## src/cdq_pkg.sv

```systemverilog
// Package for the circular deque: request codes, status codes and the
// command word from the controller to the datapath. No dependencies.
package cdq_pkg;

   // Request codes carried on req_type.
   localparam logic [1:0] REQ_PUSH_FRONT = 2'd0;
   localparam logic [1:0] REQ_PUSH_REAR  = 2'd1;
   localparam logic [1:0] REQ_POP_FRONT  = 2'd2;
   localparam logic [1:0] REQ_POP_REAR   = 2'd3;

   // Status codes returned on rsp_status.
   localparam logic [1:0] STATUS_DONE     = 2'd0;
   localparam logic [1:0] STATUS_OVERFLOW = 2'd1;
   localparam logic [1:0] STATUS_EMPTY    = 2'd2;

   // Commands from the controller to the datapath.
   typedef struct packed {
      logic capture;   // latch the request word and read the ring
      logic execute;   // update indices, write the ring, register the result
   } cdq_cmd_type;

endpackage

```

## src/cdq_ctrl.sv

```systemverilog
// Controller of the circular deque: a two-state machine that sequences one
// request through capture and execute. Depends on cdq_pkg.
module cdq_ctrl (
   input  logic                 clock,
   input  logic                 reset,
   input  logic                 start,
   output logic                 busy,
   output logic                 rsp_valid,
   output cdq_pkg::cdq_cmd_type cmd
);
   import cdq_pkg::*;

   typedef enum logic {
      ST_IDLE,
      ST_EXEC
   } state_type;

   state_type state_ff;
   state_type state_in;
   logic      rsp_valid_ff;

   // A request is taken whenever the machine is idle.
   assign busy        = (state_ff == ST_EXEC);
   assign cmd.capture = start && !busy;
   assign cmd.execute = (state_ff == ST_EXEC);
   assign rsp_valid   = rsp_valid_ff;

   // Next state: every accepted request passes through the execute state.
   always_comb begin
      state_in = state_ff;
      case (state_ff)
         ST_IDLE: begin
            if (start) state_in = ST_EXEC;
         end
         ST_EXEC: begin
            state_in = ST_IDLE;
         end
         default: begin
            state_in = ST_IDLE;
         end
      endcase
   end

   // State and the result strobe, which follows the execute cycle.
   always_ff @(posedge clock) begin
      if (reset) begin
         state_ff     <= ST_IDLE;
         rsp_valid_ff <= 1'b0;
      end else begin
         state_ff     <= state_in;
         rsp_valid_ff <= (state_ff == ST_EXEC);
      end
   end

endmodule

```

## src/cdq_datapath.sv

```systemverilog
// Datapath of the circular deque: the ring memory, head and tail indices,
// the empty flag and the result registers. Depends on cdq_pkg.
module cdq_datapath #(
   parameter int DEPTH      = 16,
   parameter int DATA_WIDTH = 32
) (
   input  logic                 clock,
   input  logic                 reset,
   input  cdq_pkg::cdq_cmd_type cmd,
   input  logic [1:0]           req_type,
   input  logic signed [31:0]   req_push_value,
   output logic [1:0]           rsp_status,
   output logic signed [31:0]   rsp_popped_value,
   output logic                 rsp_now_empty,
   output logic                 rsp_now_full
);
   import cdq_pkg::*;

   localparam int IW = $clog2(DEPTH);
   localparam logic [IW-1:0] LAST_INDEX = IW'(DEPTH - 1);

   // Ring memory and its registered read port.
   logic [DATA_WIDTH-1:0] ring_mem [DEPTH];
   logic [DATA_WIDTH-1:0] rd_data_ff;

   // Request held from capture to execute.
   logic [1:0]            req_type_ff;
   logic [DATA_WIDTH-1:0] word_ff;

   // Deque state.
   logic [IW-1:0] head_ff, head_in;
   logic [IW-1:0] tail_ff, tail_in;
   logic          empty_ff, empty_in;

   // Result registers.
   logic [1:0]         status_ff, status_in;
   logic signed [31:0] popped_ff, popped_in;
   logic               now_empty_ff;
   logic               now_full_ff, full_in;

   logic [IW-1:0]         rd_addr;
   logic [IW-1:0]         wr_addr;
   logic                  wr_en;
   logic                  full_now;
   logic [63:0]           push_ext;
   logic [63:0]           rd_ext;
   logic [DATA_WIDTH-1:0] word_in;

   // Index steps that wrap at either end of the ring.
   function automatic logic [IW-1:0] wrap_inc(input logic [IW-1:0] idx);
      return (idx == LAST_INDEX) ? '0 : idx + 1'b1;
   endfunction

   function automatic logic [IW-1:0] wrap_dec(input logic [IW-1:0] idx);
      return (idx == '0) ? LAST_INDEX : idx - 1'b1;
   endfunction

   // The pushed word is kept as its low DATA_WIDTH bits; a popped word is
   // returned zero-extended or cut to 32 bits.
   assign push_ext = {32'b0, req_push_value};
   assign word_in  = push_ext[DATA_WIDTH-1:0];
   assign rd_ext   = 64'(rd_data_ff);

   // Pop rear reads at the tail, everything else at the head.
   assign rd_addr = (req_type == REQ_POP_REAR) ? tail_ff : head_ff;

   assign full_now = !empty_ff && (head_ff == wrap_inc(tail_ff));

   // Execute step: work out new indices, the write and the result.
   always_comb begin
      head_in   = head_ff;
      tail_in   = tail_ff;
      empty_in  = empty_ff;
      status_in = STATUS_DONE;
      popped_in = '0;
      wr_en     = 1'b0;
      wr_addr   = '0;
      if (!req_type_ff[1]) begin
         if (full_now) begin
            status_in = STATUS_OVERFLOW;
         end else if (empty_ff) begin
            head_in  = '0;
            tail_in  = '0;
            empty_in = 1'b0;
            wr_en    = 1'b1;
            wr_addr  = '0;
         end else if (req_type_ff == REQ_PUSH_FRONT) begin
            head_in = wrap_dec(head_ff);
            wr_en   = 1'b1;
            wr_addr = wrap_dec(head_ff);
         end else begin
            tail_in = wrap_inc(tail_ff);
            wr_en   = 1'b1;
            wr_addr = wrap_inc(tail_ff);
         end
      end else begin
         if (empty_ff) begin
            status_in = STATUS_EMPTY;
         end else begin
            popped_in = $signed(rd_ext[31:0]);
            if (head_ff == tail_ff) begin
               head_in  = '0;
               tail_in  = '0;
               empty_in = 1'b1;
            end else if (req_type_ff == REQ_POP_FRONT) begin
               head_in = wrap_inc(head_ff);
            end else begin
               tail_in = wrap_dec(tail_ff);
            end
         end
      end
      full_in = !empty_in && (head_in == wrap_inc(tail_in));
   end

   // Ring memory: one write and one registered read.
   always_ff @(posedge clock) begin
      if (cmd.execute && wr_en) begin
         ring_mem[wr_addr] <= word_ff;
      end
      if (cmd.capture) begin
         rd_data_ff <= ring_mem[rd_addr];
      end
   end

   // Request and result registers.
   always_ff @(posedge clock) begin
      if (cmd.capture) begin
         req_type_ff <= req_type;
         word_ff     <= word_in;
      end
      if (cmd.execute) begin
         status_ff    <= status_in;
         popped_ff    <= popped_in;
         now_empty_ff <= empty_in;
         now_full_ff  <= full_in;
      end
   end

   // Indices and the empty flag.
   always_ff @(posedge clock) begin
      if (reset) begin
         head_ff  <= '0;
         tail_ff  <= '0;
         empty_ff <= 1'b1;
      end else if (cmd.execute) begin
         head_ff  <= head_in;
         tail_ff  <= tail_in;
         empty_ff <= empty_in;
      end
   end

   assign rsp_status       = status_ff;
   assign rsp_popped_value = popped_ff;
   assign rsp_now_empty    = now_empty_ff;
   assign rsp_now_full     = now_full_ff;

endmodule

```

## src/circular_deque_top.sv

```systemverilog
// Circular deque of DEPTH words, each DATA_WIDTH bits wide.
// Requests push at the front or rear, or pop from the front or rear.
//
// Request channel: a word (req_type, req_push_value) is taken at a rising
// edge where start is high and busy is low. busy stays high for the
// execute cycle that follows.
// Result channel: exactly one result word per request, shown for one cycle
// with rsp_valid high: rsp_status, rsp_popped_value, rsp_now_empty and
// rsp_now_full. The receiver cannot stall; it must take the word then.
// Sequence: the accepting edge enters the execute state, and the edge that
// ends it raises rsp_valid; no new request is taken while busy is high. The
// accepting edge also does the ring memory's registered read; the execute
// cycle that follows updates the indices and writes.
// Reset (synchronous, active high) empties the deque and returns both
// indices to zero; the ring contents are not cleared and are never returned
// before they are written.
// Depends on cdq_pkg, cdq_ctrl and cdq_datapath.
module circular_deque_top #(
   parameter int DEPTH      = 16,
   parameter int DATA_WIDTH = 32
) (
   input  logic               clock,
   input  logic               reset,
   input  logic               start,
   output logic               busy,
   input  logic [1:0]         req_type,
   input  logic signed [31:0] req_push_value,
   output logic               rsp_valid,
   output logic [1:0]         rsp_status,
   output logic signed [31:0] rsp_popped_value,
   output logic               rsp_now_empty,
   output logic               rsp_now_full
);
   import cdq_pkg::*;

   cdq_cmd_type cmd;

   // Sequencing of each request.
   cdq_ctrl u_ctrl (
      .clock     (clock),
      .reset     (reset),
      .start     (start),
      .busy      (busy),
      .rsp_valid (rsp_valid),
      .cmd       (cmd)
   );

   // Ring, indices and result registers.
   cdq_datapath #(
      .DEPTH      (DEPTH),
      .DATA_WIDTH (DATA_WIDTH)
   ) u_datapath (
      .clock            (clock),
      .reset            (reset),
      .cmd              (cmd),
      .req_type         (req_type),
      .req_push_value   (req_push_value),
      .rsp_status       (rsp_status),
      .rsp_popped_value (rsp_popped_value),
      .rsp_now_empty    (rsp_now_empty),
      .rsp_now_full     (rsp_now_full)
   );

   // An accepted request occupies the execute cycle next.
   a_accept_busy: assert property (@(posedge clock) disable iff (reset)
      (start && !busy) |=> busy)
      else $error("accepted request did not enter execute");

   // The execute cycle is always followed by exactly one result.
   a_exec_result: assert property (@(posedge clock) disable iff (reset)
      busy |=> rsp_valid)
      else $error("execute cycle produced no result");

   // The deque can never be both empty and full.
   a_empty_full: assert property (@(posedge clock) disable iff (reset)
      rsp_valid |-> !(rsp_now_empty && rsp_now_full))
      else $error("result reports empty and full together");

   // A refused pop leaves the deque empty; a refused push leaves it full.
   a_refused: assert property (@(posedge clock) disable iff (reset)
      rsp_valid |-> ((rsp_status != STATUS_EMPTY || rsp_now_empty) &&
                     (rsp_status != STATUS_OVERFLOW || rsp_now_full)))
      else $error("refused request with inconsistent occupancy");

endmodule
```

## config.mk

```make
export PLATFORM = sky130hd
export DESIGN_NAME = circular_deque_top
export DESIGN_NICKNAME = d
export VERILOG_FILES = /design/src/cdq_pkg.sv /design/src/cdq_ctrl.sv /design/src/cdq_datapath.sv /design/src/circular_deque_top.sv
export SDC_FILE = /design/constraint.sdc
export NUM_CORES = 1
export LEC_CHECK = 0
export BUFFER_PORTS_ARGS = -buffer_cell sky130_fd_sc_hd__buf_2
export CAP_MARGIN = 40
export CELL_PAD_IN_SITES_DETAIL_PLACEMENT = 1
export CELL_PAD_IN_SITES_GLOBAL_PLACEMENT = 1
export CORE_MARGIN = 3
export CORE_UTILIZATION = 37
export DETAILED_ROUTE_END_ITERATION = 16
export PLACE_DENSITY = 0.67
export SYNTH_ARGS = -nofsm -noshare
export SYNTH_HDL_FRONTEND = slang
export SYNTH_SLANG_ARGS = --single-unit
```

## constraint.sdc

```tcl
create_clock -name clock -period 7 [get_ports clock]
set_clock_uncertainty 0.1 [all_clocks]
set_input_delay 1.05 -clock clock [delete_from_list [all_inputs] [get_ports clock]]
set_output_delay 1.05 -clock clock [all_outputs]
set_load 0.1 [all_outputs]
```

# == Word level (Yosys, flattened, before mapping) ==
# Memory sizes are Yosys's and may differ from the RTL's. A register that Yosys moved wholly into a read port is not among the register bits.
# Cells that the tools add are included.
# totals
reg_bits,81
mem_bits_rw,512
out_inout_bits,38
word_cells,75
n_memories,1
# memory_table
memory,words,word_bits,rd,rd_clocked_by_memory_dff,write_ports,line_no,rtl
u_datapath.ring_mem,16,32,1,1,1,cdq_datapath.sv:23,logic [DATA_WIDTH-1:0] ring_mem [DEPTH];
# classes
n_addsub,5
eq_ne,8
muxes,37
bitwise_logic,2
reduce_logical,11
# op_table
operator,n
4-bit two-way mux,24
4-bit by 1-bit adder with 4-bit output (second input constant),3
4-bit equality test,3
4-bit equality test (second input constant),3
1-bit two-way mux,10
4-bit logical NOT,2
4-bit by 1-bit subtractor with 4-bit output (second input constant),2
2-bit equality test (second input constant),2
1-bit logical AND,4
2-bit two-way mux,2
1-bit logical NOT,3
2-bit logical NOT,1
1-bit inverter,2
1-bit case mux with 2 select lines,1
2-bit OR reduction,1

# == Logic depth before layout (Yosys ltp) ==
# logic_depth
depth_word,10
ltp_mapped,13

# == Modules after synthesis ==
# Synthesis repeated with hierarchy kept, for this count alone.
# unflattened
hier_cells,1228
hier_area_um2,24334.6
# by_module_without_submodules
mod,n_inst,cells_each,area_per_inst_um2,seq_area_each_um2
cdq_datapath,1,1222,24259.5,18617.9
cdq_ctrl,1,6,75.1,40.0

# == Worst setup path after synthesis ==
# Ideal clock, no wire load.
# synth_path
kind,reg2reg
startpoint,reg u_ctrl.state_ff (netlist: u_ctrl.busy)
endpoint,reg u_datapath.rd_data_ff[0] (read register of u_datapath.ring_mem) (enable)
t_arrival_ps,4361
t_required_ps,6404
path_slack_ps,2042
path_stages_with_launch,2
path_buffers,0
period_less_slack_ps,4958
cell_sequence,dfxtp_1 > nor2b_1
# synth_lines
item,line_no,rtl
from (decl),cdq_ctrl.sv:18,state_type state_ff;
from (signal assigned),cdq_ctrl.sv:50,state_ff <= state_in;
to (decl),cdq_datapath.sv:24,logic [DATA_WIDTH-1:0] rd_data_ff;

# == Worst setup path after layout ==
# layout_path
startpoint,reg u_datapath.tail_ff[0]
endpoint,mem u_datapath.ring_mem[3][11] (enable)
# layout_via
elab_chain_cells,9
# layout_rtl
item,line_no,rtl
from (decl),cdq_datapath.sv:32,"logic [IW-1:0] tail_ff, tail_in;"
from (signal assigned),cdq_datapath.sv:147,tail_ff <= tail_in;
4-bit by 1-bit adder with 4-bit output / 4-bit equality test (equally long branches),cdq_datapath.sv:51,return (idx == LAST_INDEX) ? '0 : idx + 1'b1;
4-bit two-way mux *,cdq_datapath.sv:51,
4-bit equality test,cdq_datapath.sv:67,assign full_now = !empty_ff && (head_ff == wrap_inc(tail_ff));
1-bit logical AND,cdq_datapath.sv:67,
1-bit two-way mux,cdq_datapath.sv:79,if (full_now) begin
1-bit two-way mux,cdq_datapath.sv:78,if (!req_type_ff[1]) begin
1-bit logical AND,cdq_datapath.sv:117,if (cmd.execute && wr_en) begin
1-bit two-way mux,cdq_datapath.sv:117,
1-bit two-way mux (implied by the code),cdq_datapath.sv:118,ring_mem[wr_addr] <= word_ff;
to (decl),cdq_datapath.sv:23,
# Mark *: on every way between the ends. The rest lies on a longest branch, timed or not.

==> out/qor.yml <==
maxSlewHeadroom_pct: 42.49
synth_fp_nets: 1251
cts_max_path_buffers: 3
instances_no_fill: 2217
htreeDepth: 3
worst-path-max-fanout: 18
synthFlopType: "edfxtp_1"
power_density_nw_per_um2: 295.1
dieWidth_um: 261.8
nNetsFinal: 1353
initial_utilization_pct: 37.49
crit_arrival_ns: 4.82
synth_top_area_share_pct: 76.15
power_uw: 8273
min_period_ns: 4.656
pin_count: 75
synth-edff-count: 614
netlist_instances: 1209
synth_area_um2: 24210
dp.cells: 2096
required_ns: 7.17
startpoint_type: "flop"
hold_path_class: "reg2reg"
tightest_slew_ns: 0.8615
timing.fmax_ghz: 0.2148
cp-end-kind: "flop"
final_antenna_net_count: 0
routed_wl_um: 57350
core_area_um2: 64580
ys_seq_elements: 625
ys_seq_area_share_pct: 77.06
cts_buffers: 68
max_cap_viol_count: 0
grt_pass1_vias: 13197
grt_max_degree: 129
cts_hold_buffers: 0
rsz0062_at_grt: "no"
cts_resized: 0
async_flop_share_pct: 0
clock_latency_ns: 0.59
dieArea_um2: 68540
areaGrowthSynthToFinish_pct: 15.80
cts_tree: "done"
gr-usage-all-layers_pct: 17.10
cts-root-buf: "clkbuf_16"
critical_path_class: "reg2reg"
final_area_um2: 28040
drc: 0
grt_first_pass_wirelength_um: 86410
antenna_found_initial: 2
clk_pin_slew_ns: 0.06
antenna_cells: 0
vdd_drop_max_v: 0.0002135
multi_input_area_um2: 5390
hold_viol: 0
status: "finished clean"
setup_viol: 0
slew_viol_final: 0
fin_crit_sh_pct: 66.51
clock-sinks: 625
syn_area_per_cell_um2: 20.03
synth.largest_area_cell: "edfxtp_1"
layout_common_cells: "edfxtp_1, mux4_2, buf_2"
hpwlAfterDp_um: 30300
timing.hold.ws_ns: 0.4598
postPlaceCellArea_um2: 25830
num_vias: 12198
ys_warn_count: 0
nFillCells: 6067
drtIter0Drc: 1186
place_congestion: 0.8406
tns_ns: 0
p_leak_uw: 0.009145
fp.dieH_um: 261.8
grt-ovfl-total: 0
rows: 93
post_cts_buffers: 0
wire_per_inst_um: 25.87
drive_above_1_share_pct: 26.36
synthDistinctLibCells: 61
mostFrequentLayoutCell: "edfxtp_1"
numPortBuffers: 74
layout.area.seq_um2: 18660
synth_area_leaders: "edfxtp_1, mux4_2, a211oi_1, nand2_1, a31oi_1"
via_per_inst: 5.502
first_pass_iters: 5
[report_power, final]
group | leakage [uW] | internal [uW] | total (uW) | switching (uW)
clock network | 0.00108 | 2120 | 3580 | 1460
logic | 0.00238 | 172 | 445 | 272
registers | 0.00568 | 4180 | 4250 | 75.2
[kinds of logic (layout without fill, tap and decap cells)]
group | after synthesis | in the layout | synth area share, %
AOI/OAI and AO/OA | 128 | 128 | 3.850
buffers and inverters | 81 | 234 | 1.411
muxes | 135 | 135 | 12.20
xor gates and xnor gates | 14 | 14 | 0.6408
adders and majority gates | 5 | 5 | 0.2584
and+or+nand+nor | 221 | 221 | 4.579
DFF | 625 | 625 | 77.06
[worst max-delay path: stages (launching register included)]
cell	delay [ns]
dfxtp_1	0.66
ha_1	0.40
a31oi_2	0.16
xnor2_1	0.29
nor3_1	0.14
a21boi_1	0.60
nor2b_1	0.30
nand4_1	0.46
nor2_4	0.80
buf_4	0.40
[final timing paths]
kind | from | endpoint | slack [ns] | cells past startpoint
worst max register to register | u_datapath.tail_ff[0] | u_datapath.ring_mem[3][11] | 2.34 | 9
worst max-delay path | u_datapath.tail_ff[0] | u_datapath.ring_mem[3][11] | 2.34 | 9
worst min register to register | u_datapath.rd_data_ff[0] | u_datapath.rsp_popped_value[0] | 0.46 | 1
worst min-delay path | u_datapath.rd_data_ff[0] | u_datapath.rsp_popped_value[0] | 0.46 | 1
[stage by stage]
stage	worst slack, ns	utilization [%]
detailed placement	2.409	39.99
finish	2.344	43.42
global placement	2.641	39.89
CTS	2.372	43.42
floorplan	2.042	-
global route	2.025	43.42
[layout make-up]
class                      count  share of cell area [%]
inverter                      10                  0.1339
clock buffer                  84                   6.511
sequential                   625                   66.55
timing repair buffer         103                   2.392
clock inverter                37                   1.374
tap                          855                   3.815
multi-input combinational    503                   19.22
[synth_stat cells (all sizes together) (10+ instances only)]
| master | count |
|---|---|
| buf | 26 |
| nand2 | 73 |
| mux4 | 128 |
| and3 | 32 |
| xnor2 | 10 |
| a211oi | 41 |
| clkbuf | 45 |
| dfxtp | 11 |
| a31oi | 41 |
| nor2 | 42 |
| and2 | 32 |
| edfxtp | 614 |
[layer usage]
| metal | up-vias | part of all wire [%] | track usage (%) |
|---|---|---|---|
| met5 | - | 0 | 0 |
| met4 | 0 | 2.9 | 5.574 |
| met3 | 106 | 5.1 | 3.074 |
| met2 | 352 | 48 | 27.67 |
| met1 | 6542 | 44 | 23.61 |
| li1 | 5198 | - | - |
[registers in the layout, summed over array words and instances, names as in the netlist]
| register | count |
|---|---|
| u_datapath.req_type_ff | 2 |
| u_datapath.rd_data_ff | 32 |
| u_datapath.rsp_now_full | 1 |
| u_ctrl.rsp_valid | 1 |
| u_datapath.word_ff | 32 |
| u_ctrl.busy | 1 |
| u_datapath.rsp_popped_value | 32 |
| u_datapath.head_ff | 4 |
| u_datapath.ring_mem | 512 |
| u_datapath.rsp_status | 2 |
| u_datapath.tail_ff | 4 |
| u_datapath.rsp_now_empty | 1 |
| u_datapath.empty_ff | 1 |
Note: power is estimated with default switching activity, not from simulation.
